===== src/rtl/mrc_pkg.sv =====
package mrc_pkg;

   localparam int MaxRegisters = 8;
   localparam int StoreBytes   = 2 * MaxRegisters;
   localparam int RowBits      = $clog2(MaxRegisters);
   localparam int ByteBits     = $clog2(StoreBytes);
   localparam int CsrAddrBits  = 3;

   localparam logic [15:0] CrcInit = 16'hFFFF;
   localparam logic [15:0] CrcPoly = 16'hA001;

   localparam logic [7:0] FuncRead     = 8'h03;
   localparam logic [7:0] FuncWrite    = 8'h06;
   localparam logic [7:0] FuncReadExc  = 8'h83;
   localparam logic [7:0] FuncWriteExc = 8'h86;

   localparam logic [CsrAddrBits-1:0] CsrExpectedAddress = 3'd0;

   typedef enum logic [2:0] {
      STAT_READ_OK   = 3'd0,
      STAT_WRITE_OK  = 3'd1,
      STAT_READ_EXC  = 3'd2,
      STAT_WRITE_EXC = 3'd3,
      STAT_ADDR_ERR  = 3'd4,
      STAT_CRC_ERR   = 3'd5,
      STAT_UNKNOWN   = 3'd6
   } status_type;

   typedef enum logic [2:0] {
      SEQ_IDLE,
      SEQ_CRC,
      SEQ_JUDGE,
      SEQ_FETCH,
      SEQ_SEND
   } seq_state_type;

   typedef struct packed {
      logic       init;
      logic       start;
      logic [7:0] data;
   } crc_ctrl_type;

   typedef struct packed {
      logic                wr_en;
      logic                clear;
      logic [ByteBits-1:0] wr_addr;
      logic [7:0]          wr_data;
      logic [RowBits-1:0]  rd_row;
   } store_ctrl_type;

endpackage


===== src/rtl/mrc_reg_store.sv =====
module mrc_reg_store (
   input  logic                    clock,
   input  logic                    reset,
   input  mrc_pkg::store_ctrl_type ctrl,
   output logic [15:0]             rd_data,
   output logic [1:0]              rd_present
);
   import mrc_pkg::*;

   logic [15:0]           mem [MaxRegisters];
   logic [StoreBytes-1:0] present_ff, present_in;
   logic [15:0]           rd_data_ff;
   logic [1:0]            rd_present_ff;
   logic [RowBits-1:0]    wr_row;

   assign wr_row = ctrl.wr_addr[ByteBits-1:1];

   always_comb begin
      present_in = present_ff;
      if (ctrl.clear) begin
         present_in = '0;
      end else if (ctrl.wr_en) begin
         present_in[ctrl.wr_addr] = 1'b1;
      end
   end

   always_ff @(posedge clock) begin
      if (ctrl.wr_en) begin
         if (ctrl.wr_addr[0]) begin
            mem[wr_row][7:0] <= ctrl.wr_data;
         end else begin
            mem[wr_row][15:8] <= ctrl.wr_data;
         end
      end
      rd_data_ff <= mem[ctrl.rd_row];
   end

   always_ff @(posedge clock) begin
      if (reset) begin
         present_ff    <= '0;
         rd_present_ff <= 2'b00;
      end else begin
         present_ff    <= present_in;
         rd_present_ff <= {present_ff[{ctrl.rd_row, 1'b0}], present_ff[{ctrl.rd_row, 1'b1}]};
      end
   end

   assign rd_data    = rd_data_ff;
   assign rd_present = rd_present_ff;

endmodule


===== config.mk =====
export PLATFORM = sky130hd
export DESIGN_NAME = mrc_reg_store
export DESIGN_NICKNAME = d
export VERILOG_FILES = /design/src/rtl/mrc_pkg.sv /design/src/rtl/mrc_reg_store.sv
export SDC_FILE = /design/constraint.sdc
export NUM_CORES = 1
export LEC_CHECK = 0
export ABC_CLOCK_PERIOD_IN_PS = 1750
export BUFFER_PORTS_ARGS = -buffer_cell sky130_fd_sc_hd__clkbuf_2
export CORE_AREA = 4 4 123 125
export DETAILED_ROUTE_END_ITERATION = 6
export DIE_AREA = 0 0 127 129
export PLACE_DENSITY_LB_ADDON = 0.25
export SLEW_MARGIN = 20
export SYNTH_ARGS = -nofsm -noshare
export SYNTH_HDL_FRONTEND = slang
export SYNTH_SLANG_ARGS = --single-unit
export TNS_END_PERCENT = 5

===== constraint.sdc =====
create_clock -name clock -period 1.75 [get_ports clock]
set_clock_uncertainty 0.1 [all_clocks]
set_input_delay 0.0875 -clock clock [delete_from_list [all_inputs] [get_ports clock]]
set_output_delay 0.0875 -clock clock [all_outputs]
set_load 0.005 [all_outputs]

After elaboration in Yosys (flattened, before gate mapping)
Memory sizes are Yosys's and may differ from the RTL's. A register that Yosys moved wholly into a read port is not among the register bits.
Index checks and enable logic that the tools add are counted.
{ "op_classes": {"addsub": 0, "mul": 0, "n_div": 0, "magnitude_cmp": 4, "n_eq_ne": 0, "shifts": 0, "n_mux": 12, "n_bitwise": 1, "reduce_logical": 2} }
{ "op_table": {"columns": ["operator", "n"], "rows": [
  ["OR 16 bit", 1],
  ["< comparator 4 x 5 -> 1 bit, second input constant", 3],
  ["two-way mux 1 bit", 9],
  ["binary-select mux 1 bit (select 3 bit)", 2],
  ["demux 1 bit (select 4 bit)", 1],
  ["greater-or-equal comparator 4 x 1 -> 1 bit, second input constant", 1],
  ["OR reduction 2 bit", 1],
  ["logical AND 1 bit", 1]
]} }
{ "word_totals": {"register_bits": 18, "latch_bits": 0, "mem_bits_rw": 128, "rom_bits": 0, "in_bits": 19, "word_cells": 22, "mem_count": 1} }
{ "memory_table": {"columns": ["memory", "words", "width", "read_ports", "rd_clocked_by_memory_dff", "wr", "line_no", "rtl"], "rows": [
  ["mem", 8, 16, 1, 1, 1, "mrc_reg_store.sv:10", "logic [15:0] mem [MaxRegisters];"]
]} }

Logic depth before layout (Yosys ltp)
Gate-level depths: netlist of run 1.
{ "depth": {"depth_word": 5, "depth_mapped": 4} }

Worst setup path before layout of run 1
OpenSTA, ideal clock, no wires.
{ "synth_timing": {"kind": "input to register", "from": "in ctrl[13] (netlist bit)", "to": "mem mem[0][10] (enable)", "arrival_ns": 1.248, "required_time_ns": 1.264, "path_slack_ns": 0.017, "stages": 2, "n_path_buf": 0, "cell_sequence": "or3b_2 > nor3_1"} }
{ "synth_lines": {"columns": ["element", "line_no", "rtl"], "rows": [
  ["start: declaration", "mrc_reg_store.sv:4", "input mrc_pkg::store_ctrl_type ctrl,"],
  ["end: declaration", "mrc_reg_store.sv:10", null]
]} }
No word-level cell before the write port.

==> run_results.csv, run 1 <==
group,metric,value,unit
status,outcome,"finished, violations left",
status,failed_checks,"hold timing",
cts,clk_path_buf_depth,2,
die,core_region_area,13900,um2
sta,setup_viol_count_final,0,
critical_path,crit_path_cell_trace,"mux4_1 -> mux2_2",
pwr,p_int,6980,uW
detailed_routing,final_antenna_net_count,0,
die,die_h,129,um
sta,max_slew_margin,0.743,
critical_path,cp_slowest_cell,"mux4_1",
detailed_routing,dr_total_vias,2767,
synth,ys_seq_area_frac,0.761,
detailed_routing,detailedRoute.firstPassIterationCount,4,
global_routing,grt_pass1_vias,2917,
pwr,p_leak,0.00252,uW
pwr,total_power,8680,uW
sta,slew_violations,0,
finish,fraction_of_layout_instances_using_a_drive_strength_above_1,0.341,
cts,post-cts-setup-buffer-count,0,
run,drv.max_cap_violation_count,0,
global_routing,antenna_found_initial,0,
critical_path,crit_arrival,1.55,ns
sta,final.hold.worst_slack,-0.00192,ns
worst_hold_path,hp_class,"in2reg",
sta,timing.final.crit_period,1.36,ns
die,total_die_area,16400,um2
global_routing,gr-total-overflow,0,
critical_path,required_time_of_the_critical_path,1.95,ns
critical_path,endpoint_kind,"register",
cts,clock_tree.htree_level_count,4,
global_routing,global_route_wire_length_before_repair,16.7,mm
detailed_routing,route.detailed.vias_per_inst,5.20,
cts,tritoncts_num_sinks,162,
cts,cts_tree,"built",
cts,clk_latency,0.42,ns
critical_path,critical_path.startpoint_type,"register",
global_routing,grt_start_max_net_pins,35,
cts,worst_setup_hold_path_clk_slew,0.06,ns
synth,syn-num-nets,288,
finish,finalInstanceArea,7160,um2
finish,final_cells,532,
detailed_routing,wl_cell,19.8,um
pwr,clkPwrFrac,0.466,
critical_path,cp_max_fo,1,
pwr,combinationalPowerShare,0.042,
pwr,power.net_switching,1700,uW
sta,setup-tns-final,0,ns
sta,finalHoldViolations,8,
die,die_x,127,um
pwr,power.share.switching,0.196,
critical_path,worst_path_dominant_cell_family,"multiplexers",
cts,cts-buffers-inserted,17,
sta,rsz0062_at_grt,"no",
critical_path,path_buf_inv,0,
global_routing,grt_util_all_layers,0.141,
placed_design,place.detailed.instances,496,
die,floorplan.io_pins,37,
sta,max_clock_freq,0.737,GHz
synth,ys_warn_count,0,
pwr,pwr-share-seq,0.492,
synth,synth-seq-cells,162,
detailed_routing,drt_first_iter_violations,182,
finish,antennaDiodeCount,0,
finish,layout_overhead_on_the_synthesized_area,20.4,%
detailed_routing,drt_wl_total,10.5,mm
pwr,ir_worst_vdd,0.606,mV
sta,post-route-period-util,0.775,
placed_design,place.detailed.hpwl,6.35,mm
sta,least_margin_pin_slew,0.386,ns
placed_design,globalplace.congestion,0.720,
synth,synthesized_instance_count,269,
critical_path,worstSetupPathType,"reg2reg",
synth,syn-mean-instance-area,22.1,um2
pwr,power_density,1210,nW/um2
critical_path,critical_path.max_stage_delay,0.50,ns
die,std_cell_rows,43,
die,starting_density,0.428,
synth,post_synth_num_cell_types,18,
finish,design.final.nets,358,
placed_design,port_buffers,36,
placed_design,placement.cell_area,6460,um2
synth,post_synth_instance_area,5940,um2
detailed_routing,drc,0,
cts,clk_root_buffer_cell,"clkbuf_16",
-- path summary, 6_finish.rpt --
kind	start	endpoint	slack [ns]	depth (start not counted)
setup / recovery	mem[0][15]	rd_data[15]	0.39	2
hold / removal	ctrl[3]	mem[1][0]	-0.002	1
setup reg to reg	mem[0][15]	rd_data[15]	0.39	2
hold reg to reg	present_ff[15]	present_ff[15]	0.36	1
-- flip-flops by register name, indices dropped and copies added, names as in the netlist --
register / cells
rd_present: 2
present_ff: 16
rd_data: 16
mem: 128
-- power by group through the flow --
stage / registers [uW] / logic (uW) / clock network (uW)
after floorplan: 4360 / 201 / 0
after global placement: 4350 / 360 / 0
after global routing: 4280 / 406 / 4290
after detailed placement: 4360 / 369 / 0
after CTS: 4270 / 377 / 4120
final: 4270 / 366 / 4040
-- repair_timing --
item | in CTS | in global routing
hold buffers | 4 | 0
hold endpoints to repair | 46 | 0
resized for setup | 0 | 0
-- cells by family after synthesis --
logic type,after synthesis,share of synthesized area
AO/OA/AOI/OAI,16,0.0202
buffers and inverters,11,0.0133
flip-flops,162,0.761
multiplexers,54,0.185
AND/OR/NAND/NOR,26,0.0204
-- through the flow --
step	util	setup WS (ns)
after detailed placement	0.465	0.168
after global routing	0.516	0.343
after global placement	0.465	0.180
after CTS	0.516	0.386
after floorplan	-	0.0167
final	0.516	0.394
-- cells in the mapped netlist (all sizes together) --
cell | n | share of area
clkbuf | 4 | 0.0025
mux2i | 2 | 0.0034
nor2 | 15 | 0.0095
mux4 | 36 | 0.15
edfxtp | 128 | 0.65
buf | 7 | 0.011
nor3 | 4 | 0.0034
dfxtp | 34 | 0.11
nand3b | 2 | 0.0025
o21a | 16 | 0.020
mux2 | 16 | 0.030
or3b | 1 | 0.0015
nand2 | 1 | 0.00063
nand3 | 1 | 0.00084
nand2b | 2 | 0.0021
-- placed cells by master (no fill, tap or decap), drive strengths merged --
cell,count
edfxtp,128
clkbuf,53
mux4,36
dfxtp,34
buf,22
mux2,16
o21a,16
nor2,15
bufinv,5
clkinv,5
nor3,4
dlygate4sd3,4
inv,3
nand3b,2
nand2b,2
mux2i,2
clkinvlp,2
nand3,1
nand2,1
or3b,1
-- per-layer routing --
layer / vias up / wire (um) / track usage
met5: - / 0 / 0
met4: 0 / 176 / 0.0549
met3: 15 / 451 / 0.0378
met2: 62 / 5200 / 0.222
met1: 1428 / 4720 / 0.189
li1: 1262 / - / -
-- layout make-up --
cell class                 count  area (um2)
multi-input combinational     96        1340
timing repair buffer          62         410
fill                        1126        6730
tap                          180         225
clock inverter                15         231
sequential                   162        4520
clock buffer                  17         425
Power figures use the tool's default switching activity.
==> run 2: changes to the inputs <==
ABC_AREA = 1   (was unset)
ABC_CLOCK_PERIOD_IN_PS = 1300   (was 1750)
CORE_AREA = 4 4 127 129   (was 4 4 123 125)
DIE_AREA = 0 0 131 133   (was 0 0 127 129)
clock period = 1.3 ns   (was 1.75 ns; I/O delays follow)
==> run 2 against run 1 <==
Against the previous run: the run ends with setup timing left; routed wire length grew 32%; combinational power grew 110%; largest power group unchanged; critical endpoint is now mem[0][6]; die area increased by 6.3%; setup slack got worse by 0.41 ns; largest cell class unchanged; clock-buffer cell count grew 8; first-iteration DRC count increased by 110%; sequential share of layout area down 3.6 points; cell count rose by 60%; area after synthesis rose by 6.1%.
==> run_results.csv, run 2 <==
group,metric,value,unit
cts,post-cts-setup-buffer-count,0,
critical_path,critical_path_depth,7,
global_routing,gr-total-overflow,0,
die,die_x,131,um
synth,ys_warn_count,0,
critical_path,ff2ff_path_depth,6,
synth,post_synth_num_cell_types,19,
finish,leading_cell_type_in_the_layout_fill_and_taps_excluded,"nor2_1",
critical_path,crit_path_cell_trace,"clkbuf_2 -> inv_1 -> nor2_1 -> dlygate4sd3_1 -> nand2_1 -> inv_1 -> buf_12",
status,outcome,"finished, violations left",
sta,max_clock_freq,0.762,GHz
synth,synthesized_instance_count,578,
die,total_die_area,17400,um2
synth,synthTopCellsByCount,"nor2_1 (135), edfxtp_1 (128), nand2_1 (117)",
finish,design.final.nets,667,
sta,final_critical_path_setup_slack,-0.0130,ns
finish,largest_reg_flops,128,
sta,final.hold.worst_slack,0.0249,ns
die,die_h,133,um
placed_design,place.detailed.hpwl,9.06,mm
finish,layout_overhead_on_the_synthesized_area,20.3,%
cts,clk_root_buffer_cell,"clkbuf_16",
sta,slew_violations,0,
critical_path,critical_path.startpoint_type,"primary input",
synth,syn-num-nets,597,
synth,yosysMostFrequentCell,"nor2_1",
sta,post-route-period-util,1.01,
die,floorplan.io_pins,37,
critical_path,cp_slowest_cell,"dlygate4sd3_1",
detailed_routing,dr_total_vias,4106,
run,drv.max_cap_violation_count,0,
placed_design,globalplace.congestion,0.800,
pwr,p_leak,0.00301,uW
cts,worst_setup_hold_path_clk_slew,0.06,ns
sta,setup_viol_count_final,8,
synth,synth_async_sr_flop_share,0,
cts,tritoncts_num_sinks,162,
finish,finish.utilization,0.504,
cts,clk_latency,0.42,ns
global_routing,grt_start_max_net_pins,37,
critical_path,worstSetupPathType,"in2reg",
cts,clock_tree.htree_level_count,4,
synth,synth.area.top_cells,"edfxtp_1 (61%), dfxtp_1 (11%), nor2_1 (8.0%)",
finish,finalInstanceArea,7580,um2
die,core_region_area,15000,um2
detailed_routing,drc,0,
synth,synth_edf_count,128,
critical_path,path_buf_inv,5,
finish,fraction_of_layout_instances_using_a_drive_strength_above_1,0.148,
synth,ys.flop_type,"edfxtp_1",
global_routing,grt_util_all_layers,0.169,
critical_path,worst_path_dominant_cell_family,"buffers and inverters",
global_routing,grt_pass1_vias,4008,
cts,cts_tree,"built",
placed_design,detailedPlace.worstSlack,-0.0643,ns
cts,cts-buffers-inserted,17,
sta,max_slew_margin,0.607,
pwr,power_density,1440,nW/um2
synth,syn-mean-instance-area,10.9,um2
finish,nFillCells,1331,
placed_design,port_buffers,36,
die,starting_density,0.419,
sta,least_margin_pin_slew,0.590,ns
critical_path,critical_path.max_stage_delay,0.60,ns
finish,final_cell_mix,"nor2_1 (135), edfxtp_1 (128), nand2_1 (117)",
critical_path,crit_arrival,1.35,ns
sta,setup-tns-final,-0.0852,ns
sta,timing.final.crit_period,1.31,ns
detailed_routing,drt_first_iter_violations,386,
critical_path,required_time_of_the_critical_path,1.34,ns
detailed_routing,wl_cell,16.3,um
detailed_routing,route.detailed.vias_per_inst,4.84,
synth,post_synth_instance_area,6300,um2
die,std_cell_rows,45,
sta,rsz0062_at_grt,"yes",
global_routing,antenna_found_initial,0,
finish,antennaDiodeCount,0,
worst_hold_path,worstHoldPathCells,5,
critical_path,cp_common_cell,"inv_1",
synth,synth-seq-cells,162,
finish,max_flop_register,"mem",
sta,finalHoldViolations,0,
synth,synth.top_cell.area_share,0.610,
cts,clk_path_buf_depth,2,
detailed_routing,final_antenna_net_count,0,
pwr,ir_worst_vdd,0.962,mV
worst_hold_path,hp_class,"in2reg",
global_routing,global_route_wire_length_before_repair,21.6,mm
status,failed_checks,"setup timing",
synth,ys_seq_area_frac,0.718,
placed_design,placement.cell_area,6940,um2
detailed_routing,drt_wl_total,13.9,mm
critical_path,cp_max_fo,8,
synth,synth_top_area_cell,"edfxtp_1",
detailed_routing,detailedRoute.firstPassIterationCount,6,
critical_path,endpoint_kind,"register",
run 2: what timing repair did:
action,CTS,global route
setup endpoints to repair,0,40
resized for setup,0,4
hold buffers,12,0
hold endpoints to repair,17,0
run 2: logic make-up (layout without fill, tap and decap cells):
family / after synthesis / in the layout / synth area share
and+or+nand+nor: 267 / 267 / 0.162
AOI/OAI and AO/OA: 80 / 80 / 0.0635
DFF: 162 / 162 / 0.718
buffers and inverters: 69 / 152 / 0.0566
run 2: layer usage:
metal / global-route usage / share of wire
met2: 0.262 / 0.48
met4: 0.0526 / 0.016
met1: 0.232 / 0.45
met3: 0.0456 / 0.052
met5: 0 / 0
run 2: final timing paths:
check	start	to	slack, ns
worst max register to register	mem[4][7]	rd_data[7]	0.19
worst min register to register	present_ff[10]	present_ff[10]	0.36
worst min-delay path	ctrl[13]	present_ff[10]	0.02
worst max-delay path	ctrl[11]	mem[0][6]	-0.01
run 2: cell type report:
type / count / area [um2] / share of cell area
flip-flops and latches: 162 / 4520 / 0.597
multi-input cells: 347 / 1420 / 0.188
repair buffers: 78 / 716 / 0.0944
clock buffers: 25 / 485 / 0.0640
well taps: 188 / 235 / 0.0310
inverters: 42 / 164 / 0.0216
clock inverters: 7 / 35.0 / 0.00462
run 2: worst min-delay path, cell delays in order:
cell,delay (ns)
clkbuf_2,0.10
nor3_1,0.05
buf_4,0.14
nand2_1,0.08
a21oi_1,0.06
run 2: through the flow:
stage,power [uW],std cells
global placement,6610,805
detailed placement,6620,805
CTS,11000,849
floorplan,6270,578
finish,10900,849
global route,11300,849
run 2: power by group:
| group | leakage [uW] | switching [uW] | internal [uW] |
|---|---|---|---|
| logic | 0.00131 | 478 | 275 |
| clock network | 0.000264 | 1810 | 2560 |
| registers | 0.00144 | 38.1 | 5730 |
| total | 0.00301 | 2330 | 8570 |
